===== config.mk =====
export PLATFORM = sky130hd
export DESIGN_NAME = sorted_oneshot_timer_queue_top
export DESIGN_NICKNAME = d
export VERILOG_FILES = /design/src/rtl/core/sotq_pkg.sv /design/src/rtl/core/sotq_ctrl.sv /design/src/rtl/core/sotq_dp.sv /design/src/rtl/core/sorted_oneshot_timer_queue_top.sv
export SDC_FILE = /design/constraint.sdc
export NUM_CORES = 1
export LEC_CHECK = 0
export ABC_AREA = 1
export BUFFER_PORTS_ARGS = -buffer_cell sky130_fd_sc_hd__buf_2
export CAP_MARGIN = 10
export CORE_MARGIN = 4
export CORE_UTILIZATION = 59
export CTS_BUF_LIST = sky130_fd_sc_hd__clkbuf_8
export DETAILED_ROUTE_END_ITERATION = 10
export PLACE_DENSITY = 0.8
export SLEW_MARGIN = 30
export SYNTH_ARGS = -nofsm -noshare
export SYNTH_HDL_FRONTEND = slang
export SYNTH_SLANG_ARGS = --single-unit

===== constraint.sdc =====
create_clock -name clock -period 4.5 [get_ports clock]
set_input_delay 0.45 -clock clock [delete_from_list [all_inputs] [get_ports clock]]
set_output_delay 0.45 -clock clock [all_outputs]
set_load 0.02 [all_outputs]

===== src/rtl/core/sotq_pkg.sv =====
package sotq_pkg;

   localparam int NUM_TIMERS = 8;
   localparam int TIME_BITS  = 24;

   typedef enum logic [1:0] {
      KIND_REGISTER   = 2'd0,
      KIND_UNREGISTER = 2'd1,
      KIND_SCHEDULE   = 2'd2,
      KIND_ELAPSE     = 2'd3
   } kind_type;

   typedef enum logic [2:0] {
      ST_DONE      = 3'd0,
      ST_NO_FREE   = 3'd1,
      ST_EXPIRED   = 3'd2,
      ST_NONE_EXP  = 3'd3,
      ST_NOT_REG   = 3'd4
   } status_type;

   localparam logic CSR_DEFERRED_MASK = 1'b0;
   localparam logic CSR_HW_MAX_SHOT   = 1'b1;

   typedef enum logic [2:0] {
      FSM_IDLE,
      FSM_PREP,
      FSM_SCAN,
      FSM_INSERT,
      FSM_ELAPSE,
      FSM_FINISH,
      FSM_EMIT
   } fsm_type;

   // controller -> datapath
   typedef struct packed {
      logic load;      // capture request
      logic prep;      // decode / allocate, remove id from list
      logic scan;      // one step of insert position search
      logic insert;    // place id at found position
      logic elapse;    // one list entry of elapse walk
      logic finish;    // compute head shot
      logic pop;       // result taken from queue
   } ctrl_type;

   // datapath -> controller
   typedef struct packed {
      logic is_sched;
      logic is_elapse;
      logic scan_done;
      logic walk_done;
      logic q_empty;
   } stat_type;

endpackage


===== src/rtl/core/sotq_ctrl.sv =====
module sotq_ctrl (
   input  logic               clock,
   input  logic               reset,
   input  logic               req_valid,
   output logic               req_stall,
   output logic               rsp_valid,
   input  logic               rsp_stall,
   input  sotq_pkg::stat_type stat,
   output sotq_pkg::ctrl_type ctrl
);

   sotq_pkg::fsm_type state_ff, state_in;

   always_ff @(posedge clock) begin
      if (reset) begin
         state_ff <= sotq_pkg::FSM_IDLE;
      end else begin
         state_ff <= state_in;
      end
   end

   always_comb begin
      state_in = state_ff;
      unique case (state_ff)
         sotq_pkg::FSM_IDLE:   if (req_valid) state_in = sotq_pkg::FSM_PREP;
         sotq_pkg::FSM_PREP: begin
            if (stat.is_sched) state_in = sotq_pkg::FSM_SCAN;
            else if (stat.is_elapse) state_in = sotq_pkg::FSM_ELAPSE;
            else state_in = sotq_pkg::FSM_FINISH;
         end
         sotq_pkg::FSM_SCAN:   if (stat.scan_done) state_in = sotq_pkg::FSM_INSERT;
         sotq_pkg::FSM_INSERT: state_in = sotq_pkg::FSM_FINISH;
         sotq_pkg::FSM_ELAPSE: if (stat.walk_done) state_in = sotq_pkg::FSM_FINISH;
         sotq_pkg::FSM_FINISH: state_in = sotq_pkg::FSM_EMIT;
         sotq_pkg::FSM_EMIT: begin
            if (!rsp_stall && stat.q_empty) state_in = sotq_pkg::FSM_IDLE;
         end
         default: state_in = sotq_pkg::FSM_IDLE;
      endcase
   end

   always_comb begin
      ctrl = '0;
      req_stall = 1'b1;
      rsp_valid = 1'b0;
      unique case (state_ff)
         sotq_pkg::FSM_IDLE: begin
            req_stall = 1'b0;
            ctrl.load = req_valid;
         end
         sotq_pkg::FSM_PREP:   ctrl.prep = 1'b1;
         sotq_pkg::FSM_SCAN:   ctrl.scan = 1'b1;
         sotq_pkg::FSM_INSERT: ctrl.insert = 1'b1;
         sotq_pkg::FSM_ELAPSE: ctrl.elapse = 1'b1;
         sotq_pkg::FSM_FINISH: ctrl.finish = 1'b1;
         sotq_pkg::FSM_EMIT: begin
            rsp_valid = 1'b1;
            ctrl.pop = !rsp_stall;
         end
         default: ;
      endcase
   end

endmodule


===== src/rtl/core/sotq_dp.sv =====
module sotq_dp (
   input  logic                     clock,
   input  logic                     reset,
   input  logic                     csr_write,
   input  logic                     csr_index,
   input  logic [23:0]              csr_data,
   input  logic [1:0]               req_kind,
   input  logic [2:0]               req_timer_id,
   input  logic [23:0]              req_amount,
   input  sotq_pkg::ctrl_type       ctrl,
   output sotq_pkg::stat_type       stat,
   output logic [2:0]               rsp_status,
   output logic [2:0]               rsp_result_id,
   output logic                     rsp_deferred,
   output logic                     rsp_shot_armed,
   output logic [23:0]              rsp_next_shot,
   output logic                     rsp_last
);

   localparam int NUM_TIMERS = sotq_pkg::NUM_TIMERS;
   localparam int TIME_BITS  = sotq_pkg::TIME_BITS;
   localparam int IW = $clog2(NUM_TIMERS);
   localparam int CW = $clog2(NUM_TIMERS + 1);
   localparam logic [TIME_BITS-1:0] TMAX = '1;

   logic [7:0]                 dmask_ff;
   logic [23:0]                hwmax_ff;
   logic [NUM_TIMERS-1:0]      alloc_ff;
   logic [TIME_BITS-1:0]       rem_ff [NUM_TIMERS];
   logic [IW-1:0]              list_ff [NUM_TIMERS];
   logic [CW-1:0]              cnt_ff;
   logic [CW-1:0]              pos_ff;   // scan / walk index
   logic [CW-1:0]              keep_ff;
   sotq_pkg::kind_type         kind_ff;
   logic [IW-1:0]              id_ff;
   logic [TIME_BITS-1:0]       amt_ff;
   logic                       ok_ff;

   // result queue: one entry per list member at most
   logic [2:0]                 qst_ff  [NUM_TIMERS];
   logic [2:0]                 qid_ff  [NUM_TIMERS];
   logic                       qdef_ff [NUM_TIMERS];
   logic [CW-1:0]              qn_ff;
   logic [CW-1:0]              qr_ff;
   logic                       armed_ff;
   logic [23:0]                shot_ff;

   logic [TIME_BITS-1:0]       amt_c;
   logic [IW-1:0]              free_c;
   logic                       free_ok_c;
   logic                       idok_c;
   logic [IW-1:0]              cur_c;
   logic [TIME_BITS-1:0]       cur_rem_c;
   logic [23:0]                lim_c;
   logic [TIME_BITS-1:0]       head_c;
   logic                       def_c;

   always_comb begin
      if (TIME_BITS >= 24) amt_c = TIME_BITS'(req_amount);
      else if (req_amount > 24'(TMAX)) amt_c = TMAX;
      else amt_c = TIME_BITS'(req_amount);
   end

   always_comb begin
      free_c = '0;
      free_ok_c = 1'b0;
      for (int i = NUM_TIMERS - 1; i >= 0; i--) begin
         if (!alloc_ff[i]) begin
            free_c = IW'(i);
            free_ok_c = 1'b1;
         end
      end
   end

   assign idok_c    = (32'(id_ff) < NUM_TIMERS) && alloc_ff[id_ff];
   assign cur_c     = list_ff[pos_ff[IW-1:0]];
   assign cur_rem_c = rem_ff[cur_c];
   assign def_c     = (32'(cur_c) < 8) ? dmask_ff[3'(cur_c)] : 1'b0;
   assign lim_c     = (hwmax_ff == '0) ? 24'd1 : hwmax_ff;
   assign head_c    = rem_ff[list_ff[0]];

   assign stat.is_sched  = (kind_ff == sotq_pkg::KIND_SCHEDULE) && idok_c;
   assign stat.is_elapse = (kind_ff == sotq_pkg::KIND_ELAPSE);
   assign stat.scan_done = (pos_ff >= cnt_ff) || (cur_rem_c > amt_ff);
   assign stat.walk_done = (pos_ff + 1'b1 >= cnt_ff) || (cnt_ff == '0);
   assign stat.q_empty   = (qr_ff + 1'b1 >= qn_ff);

   always_ff @(posedge clock) begin
      if (reset) begin
         dmask_ff <= '0;
         hwmax_ff <= 24'hFFFFFF;
      end else if (csr_write) begin
         if (csr_index == sotq_pkg::CSR_DEFERRED_MASK) dmask_ff <= csr_data[7:0];
         else hwmax_ff <= csr_data;
      end
   end

   always_ff @(posedge clock) begin
      if (reset) begin
         alloc_ff <= '0;
         cnt_ff   <= '0;
         qn_ff    <= '0;
         qr_ff    <= '0;
         for (int i = 0; i < NUM_TIMERS; i++) rem_ff[i] <= '0;
      end else begin
         if (ctrl.load) begin
            kind_ff <= sotq_pkg::kind_type'(req_kind);
            id_ff   <= IW'(req_timer_id);
            amt_ff  <= amt_c;
            ok_ff   <= (32'(req_timer_id) < NUM_TIMERS);
            qn_ff   <= '0;
            qr_ff   <= '0;
            pos_ff  <= '0;
            keep_ff <= '0;
         end
         if (ctrl.prep) begin
            logic          rm;
            logic [IW-1:0] rid;
            rm  = 1'b0;
            rid = id_ff;
            qn_ff <= CW'(1);
            qid_ff[0]  <= 3'(id_ff);
            qdef_ff[0] <= 1'b0;
            qst_ff[0]  <= sotq_pkg::ST_DONE;
            unique case (kind_ff) inside
               sotq_pkg::KIND_REGISTER: begin
                  if (!free_ok_c) begin
                     qst_ff[0] <= sotq_pkg::ST_NO_FREE;
                     qid_ff[0] <= '0;
                  end else begin
                     alloc_ff[free_c] <= 1'b1;
                     rem_ff[free_c]   <= '0;
                     qid_ff[0] <= 3'(free_c);
                  end
               end
               sotq_pkg::KIND_UNREGISTER, sotq_pkg::KIND_SCHEDULE: begin
                  if (!(ok_ff && idok_c)) begin
                     qst_ff[0] <= sotq_pkg::ST_NOT_REG;
                  end else begin
                     rm = 1'b1;
                     if (kind_ff == sotq_pkg::KIND_UNREGISTER) begin
                        alloc_ff[id_ff] <= 1'b0;
                        rem_ff[id_ff]   <= '0;
                     end else begin
                        rem_ff[id_ff] <= (amt_ff == '0) ? TIME_BITS'(1) : amt_ff;
                        amt_ff <= (amt_ff == '0) ? TIME_BITS'(1) : amt_ff;
                     end
                  end
               end
               default: qn_ff <= '0;
            endcase
            // unlink id (per-entry compaction of the remaining entries in list order)
            if (rm) begin
               logic [CW-1:0] k;
               logic          hit;
               k = '0;
               hit = 1'b0;
               for (int i = 0; i < NUM_TIMERS; i++) begin
                  if (CW'(i) < cnt_ff && list_ff[i] == rid) hit = 1'b1;
               end
               for (int i = 0; i < NUM_TIMERS; i++) begin
                  if (CW'(i) < cnt_ff && list_ff[i] != rid) begin
                     list_ff[k[IW-1:0]] <= list_ff[i];
                     k = k + 1'b1;
                  end
               end
               if (hit) cnt_ff <= cnt_ff - 1'b1;
            end
         end
         if (ctrl.scan && !stat.scan_done) pos_ff <= pos_ff + 1'b1;
         if (ctrl.insert) begin
            for (int i = 1; i < NUM_TIMERS; i++) begin
               if (CW'(i) > pos_ff && CW'(i) <= cnt_ff) list_ff[i] <= list_ff[i-1];
            end
            list_ff[pos_ff[IW-1:0]] <= id_ff;
            cnt_ff <= cnt_ff + 1'b1;
         end
         if (ctrl.elapse) begin
            if (cnt_ff != '0) begin
               if (amt_ff != '0 && cur_rem_c <= amt_ff) begin
                  rem_ff[cur_c] <= '0;
                  qst_ff[qn_ff[IW-1:0]]  <= sotq_pkg::ST_EXPIRED;
                  qid_ff[qn_ff[IW-1:0]]  <= 3'(cur_c);
                  qdef_ff[qn_ff[IW-1:0]] <= def_c;
                  qn_ff <= qn_ff + 1'b1;
               end else begin
                  rem_ff[cur_c] <= cur_rem_c - amt_ff;
                  list_ff[keep_ff[IW-1:0]] <= cur_c;
                  keep_ff <= keep_ff + 1'b1;
               end
            end
            pos_ff <= pos_ff + 1'b1;
            if (stat.walk_done) begin
               logic exp;
               exp = (cnt_ff != '0) && amt_ff != '0 && cur_rem_c <= amt_ff;
               cnt_ff <= (cnt_ff == '0) ? '0 : (keep_ff + (exp ? 1'b0 : 1'b1));
               if (qn_ff == '0 && !exp) begin
                  qst_ff[0]  <= sotq_pkg::ST_NONE_EXP;
                  qid_ff[0]  <= '0;
                  qdef_ff[0] <= 1'b0;
                  qn_ff <= CW'(1);
               end
            end
         end
         if (ctrl.finish) begin
            armed_ff <= (cnt_ff != '0);
            if (cnt_ff == '0) shot_ff <= '0;
            else if (48'(head_c) > 48'(lim_c)) shot_ff <= lim_c;
            else shot_ff <= 24'(head_c);
         end
         if (ctrl.pop) qr_ff <= qr_ff + 1'b1;
      end
   end

   assign rsp_status     = qst_ff[qr_ff[IW-1:0]];
   assign rsp_result_id  = qid_ff[qr_ff[IW-1:0]];
   assign rsp_deferred   = qdef_ff[qr_ff[IW-1:0]];
   assign rsp_shot_armed = armed_ff;
   assign rsp_next_shot  = shot_ff;
   assign rsp_last       = stat.q_empty;

endmodule


===== src/rtl/core/sorted_oneshot_timer_queue_top.sv =====
// Sorted one-shot timer queue.
// Request channel (req_valid/req_stall): kind, timer_id, amount. One request is
// taken at a time; req_stall stays high until every response of the previous
// request has been transferred.
// Response channel (rsp_valid/rsp_stall): register, unregister and schedule
// give one response; elapse gives one per expired timer in list order, or a
// single "nothing expired" response. rsp_last marks the final one.
// Sequence: prep, then for a schedule of a registered id a list scan for the
// insert position and an insert, for elapse a walk over the list one entry
// per cycle, then finish and emit. Responses then leave one per cycle while
// rsp_stall is low; while it is high the current response is held and nothing
// advances. csr_write takes deferred_mask (index 0) or hw_max_shot (index 1);
// the user must write them only when idle, as the block does not enforce it.
// Synchronous reset empties the list, frees all ids and restores the registers.
module sorted_oneshot_timer_queue_top (
   input  logic        clock,
   input  logic        reset,
   input  logic        csr_write,
   input  logic        csr_index,
   input  logic [23:0] csr_data,
   input  logic        req_valid,
   output logic        req_stall,
   input  logic [1:0]  req_kind,
   input  logic [2:0]  req_timer_id,
   input  logic [23:0] req_amount,
   output logic        rsp_valid,
   input  logic        rsp_stall,
   output logic [2:0]  rsp_status,
   output logic [2:0]  rsp_result_id,
   output logic        rsp_deferred,
   output logic        rsp_shot_armed,
   output logic [23:0] rsp_next_shot,
   output logic        rsp_last
);

   sotq_pkg::ctrl_type ctrl;
   sotq_pkg::stat_type stat;

   sotq_ctrl u_ctrl (
      .clock, .reset, .req_valid, .req_stall, .rsp_valid, .rsp_stall,
      .stat, .ctrl
   );

   sotq_dp u_dp (
      .clock, .reset, .csr_write, .csr_index, .csr_data,
      .req_kind, .req_timer_id, .req_amount, .ctrl, .stat,
      .rsp_status, .rsp_result_id, .rsp_deferred, .rsp_shot_armed,
      .rsp_next_shot, .rsp_last
   );

endmodule


---- Word-level counts from Yosys, hierarchy flattened ----
Memory sizes are Yosys's and may differ from the RTL's. A register that Yosys moved wholly into a read port is not among the register bits.
Index checks and enable logic that the tools add are counted.
storage, ports and cells
  memories kept ........................... 5
  register bits ........................... 117
  logic and storage cells ................. 482
  bits in writable memories ............... 272
  bits of input ports ..................... 59
memories
  memory        depth  width  rd ports  clocked after Yosys merged registers in  write ports  RTL line       source
  u_dp.rem_ff   8      24     2         0                                        8            sotq_dp.sv:29  logic [TIME_BITS-1:0] rem_ff [NUM_TIMERS];
  u_dp.list_ff  8      3      9         1                                        8            sotq_dp.sv:30  logic [IW-1:0] list_ff [NUM_TIMERS];
  u_dp.qid_ff   8      3      1         1                                        1            sotq_dp.sv:41  logic [2:0] qid_ff [NUM_TIMERS];
  u_dp.qst_ff   8      3      1         1                                        1            sotq_dp.sv:40  logic [2:0] qst_ff [NUM_TIMERS];
  u_dp.qdef_ff  8      1      1         1                                        1            sotq_dp.sv:42  logic qdef_ff [NUM_TIMERS];
operators by class
  magnitude comparators ................... 33
  equality and inequality tests ........... 32
  bitwise logic cells ..................... 14
  reduce and logical (&&, ||, !) cells .... 72
  add/sub/neg operators ................... 14
  muxes and demuxes ....................... 298
operator list
  operator                                                      count
  two-way mux 24 bit                                            13
  two-way mux 3 bit                                             79
  two-way mux 1 bit                                             175
  two-way mux 4 bit                                             22
  OR reduction 24 bit                                           3
  greater-than comparator 24 bit                                2
  zero test 24 bit                                              2
  OR reduction 3 bit                                            12
  logical AND 1 bit                                             32
  == test 3 bit                                                 8
  <= comparator 24 bit                                          1
  two-way mux 8 bit                                             3
  inequality test 3 bit                                         8
  nonzero test 24 bit                                           1
  subtractor 24 bit                                             1
  case mux 3 bit (7 select lines)                               1
  adder 4 x 1 -> 4 bit, second input constant                   5
  adder 3 x 1 -> 3 bit, second input constant                   6
  greater-than comparator 3 x 4 -> 1 bit, first input constant  4
  <= comparator 3 x 4 -> 1 bit, first input constant            4
  less-than comparator 3 x 4 -> 1 bit, first input constant     4
  case mux 8 bit (2 select lines)                               1
  >= comparator 4 bit                                           3
  less-than comparator 3 x 4 -> 1 bit, second input constant    3
  36 further kinds                                              70

---- Longest topological paths before layout ----
  depth in word-level cells ............... 40
  depth in mapped cells ................... 38
  gate-level depth less buffers ........... 34

---- Hierarchy ----
A second synthesis with hierarchy kept.
unflattened totals
  cells, all modules ...................... 3098
  area total of the unflattened synthesis .. 24837.6 um^2
by module, submodules not included
  module     cells each  area an instance (um^2)  seq. area each (um^2)  times used
  sotq_dp    3050        24569.8                  10530.1                1
  sotq_ctrl  48          267.8                    60.1                   1

---- Least setup slack after synthesis ----
OpenSTA, ideal clock, no wires.
  path kind ............................... register to register
  start ................................... register u_dp.cnt_ff[0]
  end ..................................... memory u_dp.list_ff[0][0] (netlist bit), enable pin
  cell stages (with the launch flop) ...... 29
  slack ................................... -492 ps
  setup time .............................. 309 ps
  arrival ................................. 4683 ps
  path buffers ............................ 0
  required time ........................... 4191 ps
  path through ............................ dfxtp_1 -> inv_1 -> ha_1 -> inv_1 -> nor2_4 -> inv_2 -> nand2_1 -> inv_1 -> nand2_1 -> inv_1 -> fa_1 -> ha_1 -> inv_1 -> nand2_1 -> o21ai_2 -> inv_1 -> ha_1 -> nand2_1 -> o21ai_2 -> ha_1 -> or2_2 -> a21boi_2 -> ha_1 -> nand2_1 -> a21boi_4 -> nand3_2 -> nor2_2 -> inv_2 -> nand4_1
RTL lines
  what                    RTL line        source
  start, declared         sotq_dp.sv:31   logic [CW-1:0] cnt_ff;
  start signal, assigned  sotq_dp.sv:167  if (hit) cnt_ff <= cnt_ff - 1'b1;
  start signal, assigned  sotq_dp.sv:176  cnt_ff <= cnt_ff + 1'b1;
  start signal, assigned  sotq_dp.sv:196  cnt_ff <= (cnt_ff == '0) ? '0 : (keep_ff + (exp ? 1'b0 : 1'b1));
  end, declared           sotq_dp.sv:30

==> run_results.csv <==
group,metric,value,unit
synthesis,ys_ff_latch,395,
sta,clock_skew,0.04233,ns
sta,min_period_over_period,1.011,
synthesis,netlist_instances,3094,
layout,area_growth,23.39,%
layout,fin_area,30460,um2
setup_path,r2r_start,"u_dp.list_ff[0][0]$_DFFE_PP_",
global_routing,grt_use_total,0.3706,
routing,drt_wl_total,86750,um
layout,diodes,0,
setup_path,critPathLaunchType,"flop",
placed_design,post-place-ws,-0.3385,ns
setup_path,reg2reg_depth,24,
placed_design,gp_congestion,1.038,
global_routing,overflow,0,
synthesis,netlist_area,24680,um2
clock_network,cts_buffers,68,
die,fp.coreArea,41110,um2
synthesis,synth_cell_types,66,
run_status,violations,"negative setup slack",
power,pwr-share-comb,0.653,
power,switching_power,10.38,mW
synthesis,synth_most_common_cell,"nand2_1",
power,irDropWorstVdd,0.0008462,V
flow_run,drv_cap,0,
run_status,status,"finished with violations",
clock_network,insertion_delay,0.67,ns
placed_design,portBuffers,93,
placed_design,post_dp_cell_area,27610,um2
power,seqPwrFrac,0.207,
sta,fin_ws,-0.04843,ns
setup_path,worstPathRequired,4.86,ns
die,die-area,45180,um2
layout,nets,3622,
synthesis,async_flop_share,0,
die,rows,74,
hold_path,hold_end,"u_dp.hwmax_ff[12]$_SDFFE_PP1P_",
global_routing,grt_pass1_vias,23470,
synthesis,yosys.area.top_type_share,0.4063,
sta,setup_viol,10,
routing,vias_per_cell,6.085,
synthesis,syn_avg_cell_area,7.978,um2
setup_path,r2r_slack,-0.05,ns
routing,drc,0,
die,io_pins,94,
clock_network,cts.sinks,395,
routing,first_iter_violations,3277,
global_routing,grt_max_degree,105,
power,total_power,22.52,mW
synthesis,synth_edf_count,334,
die,die_x,212.5,um
setup_path,crit_type,"flop to flop",
hold_path,min_delay_path_depth,3,
sta,rsz0062_at_grt,"yes",
setup_path,cp_max_fo,4,
synthesis,synth_ff_type,"edfxtp_1",
synthesis,yosys_warnings,0,
layout,drive_gt1_frac,0.2332,
sta,maxSlewViolCount,0,
synthesis,synth_area_leaders,"edfxtp_1 41%, nand2_1 9.8%, nor2_1 6.1%, nand3_1 5.4%, dfxtp_1 4.9%",
synthesis,ys_seq_area_frac,0.4558,
synthesis,synth_common_cells,"647 x nand2_1, 402 x nor2_1, 334 x edfxtp_1, 306 x inv_1, 264 x nand3_1",
global_routing,grt_antenna_before_repair,1,
routing,vias,24710,
setup_path,critPathCaptureType,"flop",
sta,min_period,4.548,ns
clock_network,cts_max_level,3,
power,power_leakage,12.80,nW
power,p_int,12.14,mW
setup_path,critPathArrivalTime,4.90,ns
placed_design,hpwl,59830,um
synthesis,syn_nets,3239,
power,clkPwrFrac,0.140,
clock_network,cts_tree,"yes",
die,start_util,0.6005,
power,p_per_area,739.2,nW/um2
sta,clock.fmax,0.2199,GHz
sta,worst_pin_slew,0.9476,ns
hold_path,hold_start,"csr_data[12]",
routing,firstDrtPassIters,9,
global_routing,grt_first_pass_wirelength,129500,um
clock_network,clk_pin_slew_worst_paths,0.06,ns
power,p_sw_frac,0.4609,
routing,wl_per_cell,21.36,um
synthesis,synth_largest_area_cell,"edfxtp_1",
hold_path,min_path_type,"input port to flop",
die,dieHeight,212.5,um
clock_network,cts-root-buf,"clkbuf_8",
clock_network,cts.path.max_buffers,3,
sta,maxSlewHeadroom,0.3674,
sta,final_hold_viol_count,0,
routing,antenna_left,0,
setup_path,reg2reg_to,"u_dp.list_ff[0][2]$_DFFE_PP_",
metrics by stage:
stage | hold slack (ns) | utilization | TNS, ns | cells
2_1_floorplan | 0.4515 | - | -1.501 | 3094
3_3_place_gp | 0.4591 | 0.6716 | -15.89 | 3865
3_5_place_dp | 0.4912 | 0.6717 | -28.95 | 3865
4_1_cts | 0.001985 | 0.7150 | -0.04891 | 4028
5_1_grt | 0.01643 | 0.7409 | -7.025 | 4061
6_report | 0.02301 | 0.7409 | -0.1983 | 4061
power by group through the flow:
stage	sequential [mW]	clock, mW	combinational, mW
floorplan	4.67	0	7.32
global placement	4.71	0	11.9
detailed placement	4.72	0	12.2
CTS	4.65	3.17	12.7
global route	4.69	3.36	15.8
finish	4.67	3.15	14.7
how the worst max path moves through the flow:
stage | from | end | cells after the start
after floorplan | u_dp.id_ff[0]$_DFFE_PP_ | u_dp.list_ff[0][0]$_DFFE_PP_ | 25
after global placement | flop | u_dp.qst_ff[2][1]$_DFFE_PP_ | 28
after detailed placement | flop | u_dp.list_ff[4][2]$_DFFE_PP_ | 30
after CTS | u_dp.list_ff[0][1]$_DFFE_PP_ | u_dp.list_ff[4][2]$_DFFE_PP_ | 24
after global routing | u_dp.list_ff[1][0]$_DFFE_PP_ | u_dp.list_ff[1][2]$_DFFE_PP_ | 33
final | u_dp.list_ff[0][0]$_DFFE_PP_ | u_dp.list_ff[0][2]$_DFFE_PP_ | 24
routing by layer:
layer | vias to the layer above | global-route usage | wire (um)
met2 | 1530 | 0.5943 | 39650
met1 | 11510 | 0.4708 | 31950
met3 | 365 | 0.06699 | 8863
met4 | 0 | 0.2232 | 6283
met5 | - | 0 | 0
li1 | 11310 | - | -
cells in the final DEF, fill, tap and decap left out, drive strengths merged, types with 4 or more instances in the layout:
cell	instances
o211ai	98
inv	356
clkinv	23
a221oi	4
xor2	19
o21ai	240
dfxtp	61
ha	84
buf	440
nor3	35
o2111ai	4
xnor2	35
nor2	425
or2	8
o21bai	5
a21oi	199
a31oi	16
o22ai	30
nand4	27
nand3	274
dlygate4sd3	8
clkinvlp	8
o221ai	4
clkbuf	77
nand2	672
a32o	5
edfxtp	334
nor4	9
flip-flops by register name, summed over array words and instances, names as in the netlist, 8 cells and up, named ones only:
register and flops:
u_dp.list_ff 24, u_dp.amt_ff 24, u_dp.rem_ff 192, u_dp.qid_ff 24, u_dp.qdef_ff 8, u_dp.rsp_next_shot 24
u_dp.dmask_ff 8, u_dp.alloc_ff 8, u_dp.hwmax_ff 24, u_dp.qst_ff 24
logic make-up after synthesis:
logic type	count (synthesis)	share of synthesized area
AND/OR/NAND/NOR	1450	0.2539
AO/OA/AOI/OAI	629	0.1483
buffers and inverters	480	0.07618
flip-flops	395	0.4558
adder cells (fa/ha/maj)	86	0.04420
XOR/XNOR	54	0.02159
area by class of cell:
| cell class | count | area [um2] |
|---|---|---|
| clock inverter | 49 | 266.5 |
| fill | 3079 | 10650 |
| clock buffer | 73 | 1005 |
| timing repair inverter | 2 | 13.76 |
| inverter | 338 | 1306 |
| multi-input combinational | 2220 | 12440 |
| sequential | 395 | 11260 |
| tap | 532 | 665.6 |
| timing repair buffer | 452 | 3508 |
repair_timing:
| action | 4_1_cts | 5_1_grt |
|---|---|---|
| gates cloned | 2 | 6 |
| hold buffers | 8 | 0 |
| endpoints found under the setup margin | 240 | 365 |
| pin swaps | 11 | 68 |
| setup buffers | 31 | 29 |
| resized for setup | 44 | 198 |
| endpoints found under the hold margin | 8 | 0 |
critical path: stages (launching register included):
cell      delay [ns]
edfxtp_1        0.53
buf_6           0.19
xnor2_2         0.15
nand3_2         0.10
nand2_2         0.10
inv_2           0.06
fa_1            0.48
ha_1            0.32
inv_2           0.06
nand2_2         0.05
o21ai_4         0.07
inv_2           0.07
ha_4            0.28
nand2_4         0.05
o21ai_4         0.07
ha_4            0.21
or2_4           0.24
a21boi_4        0.15
ha_4            0.25
nand2_4         0.07
a21boi_4        0.23
nand3_4         0.13
nor2_4          0.17
inv_2           0.06
nand4_1         0.15
No activity file was read; power rests on OpenSTA's default activity.
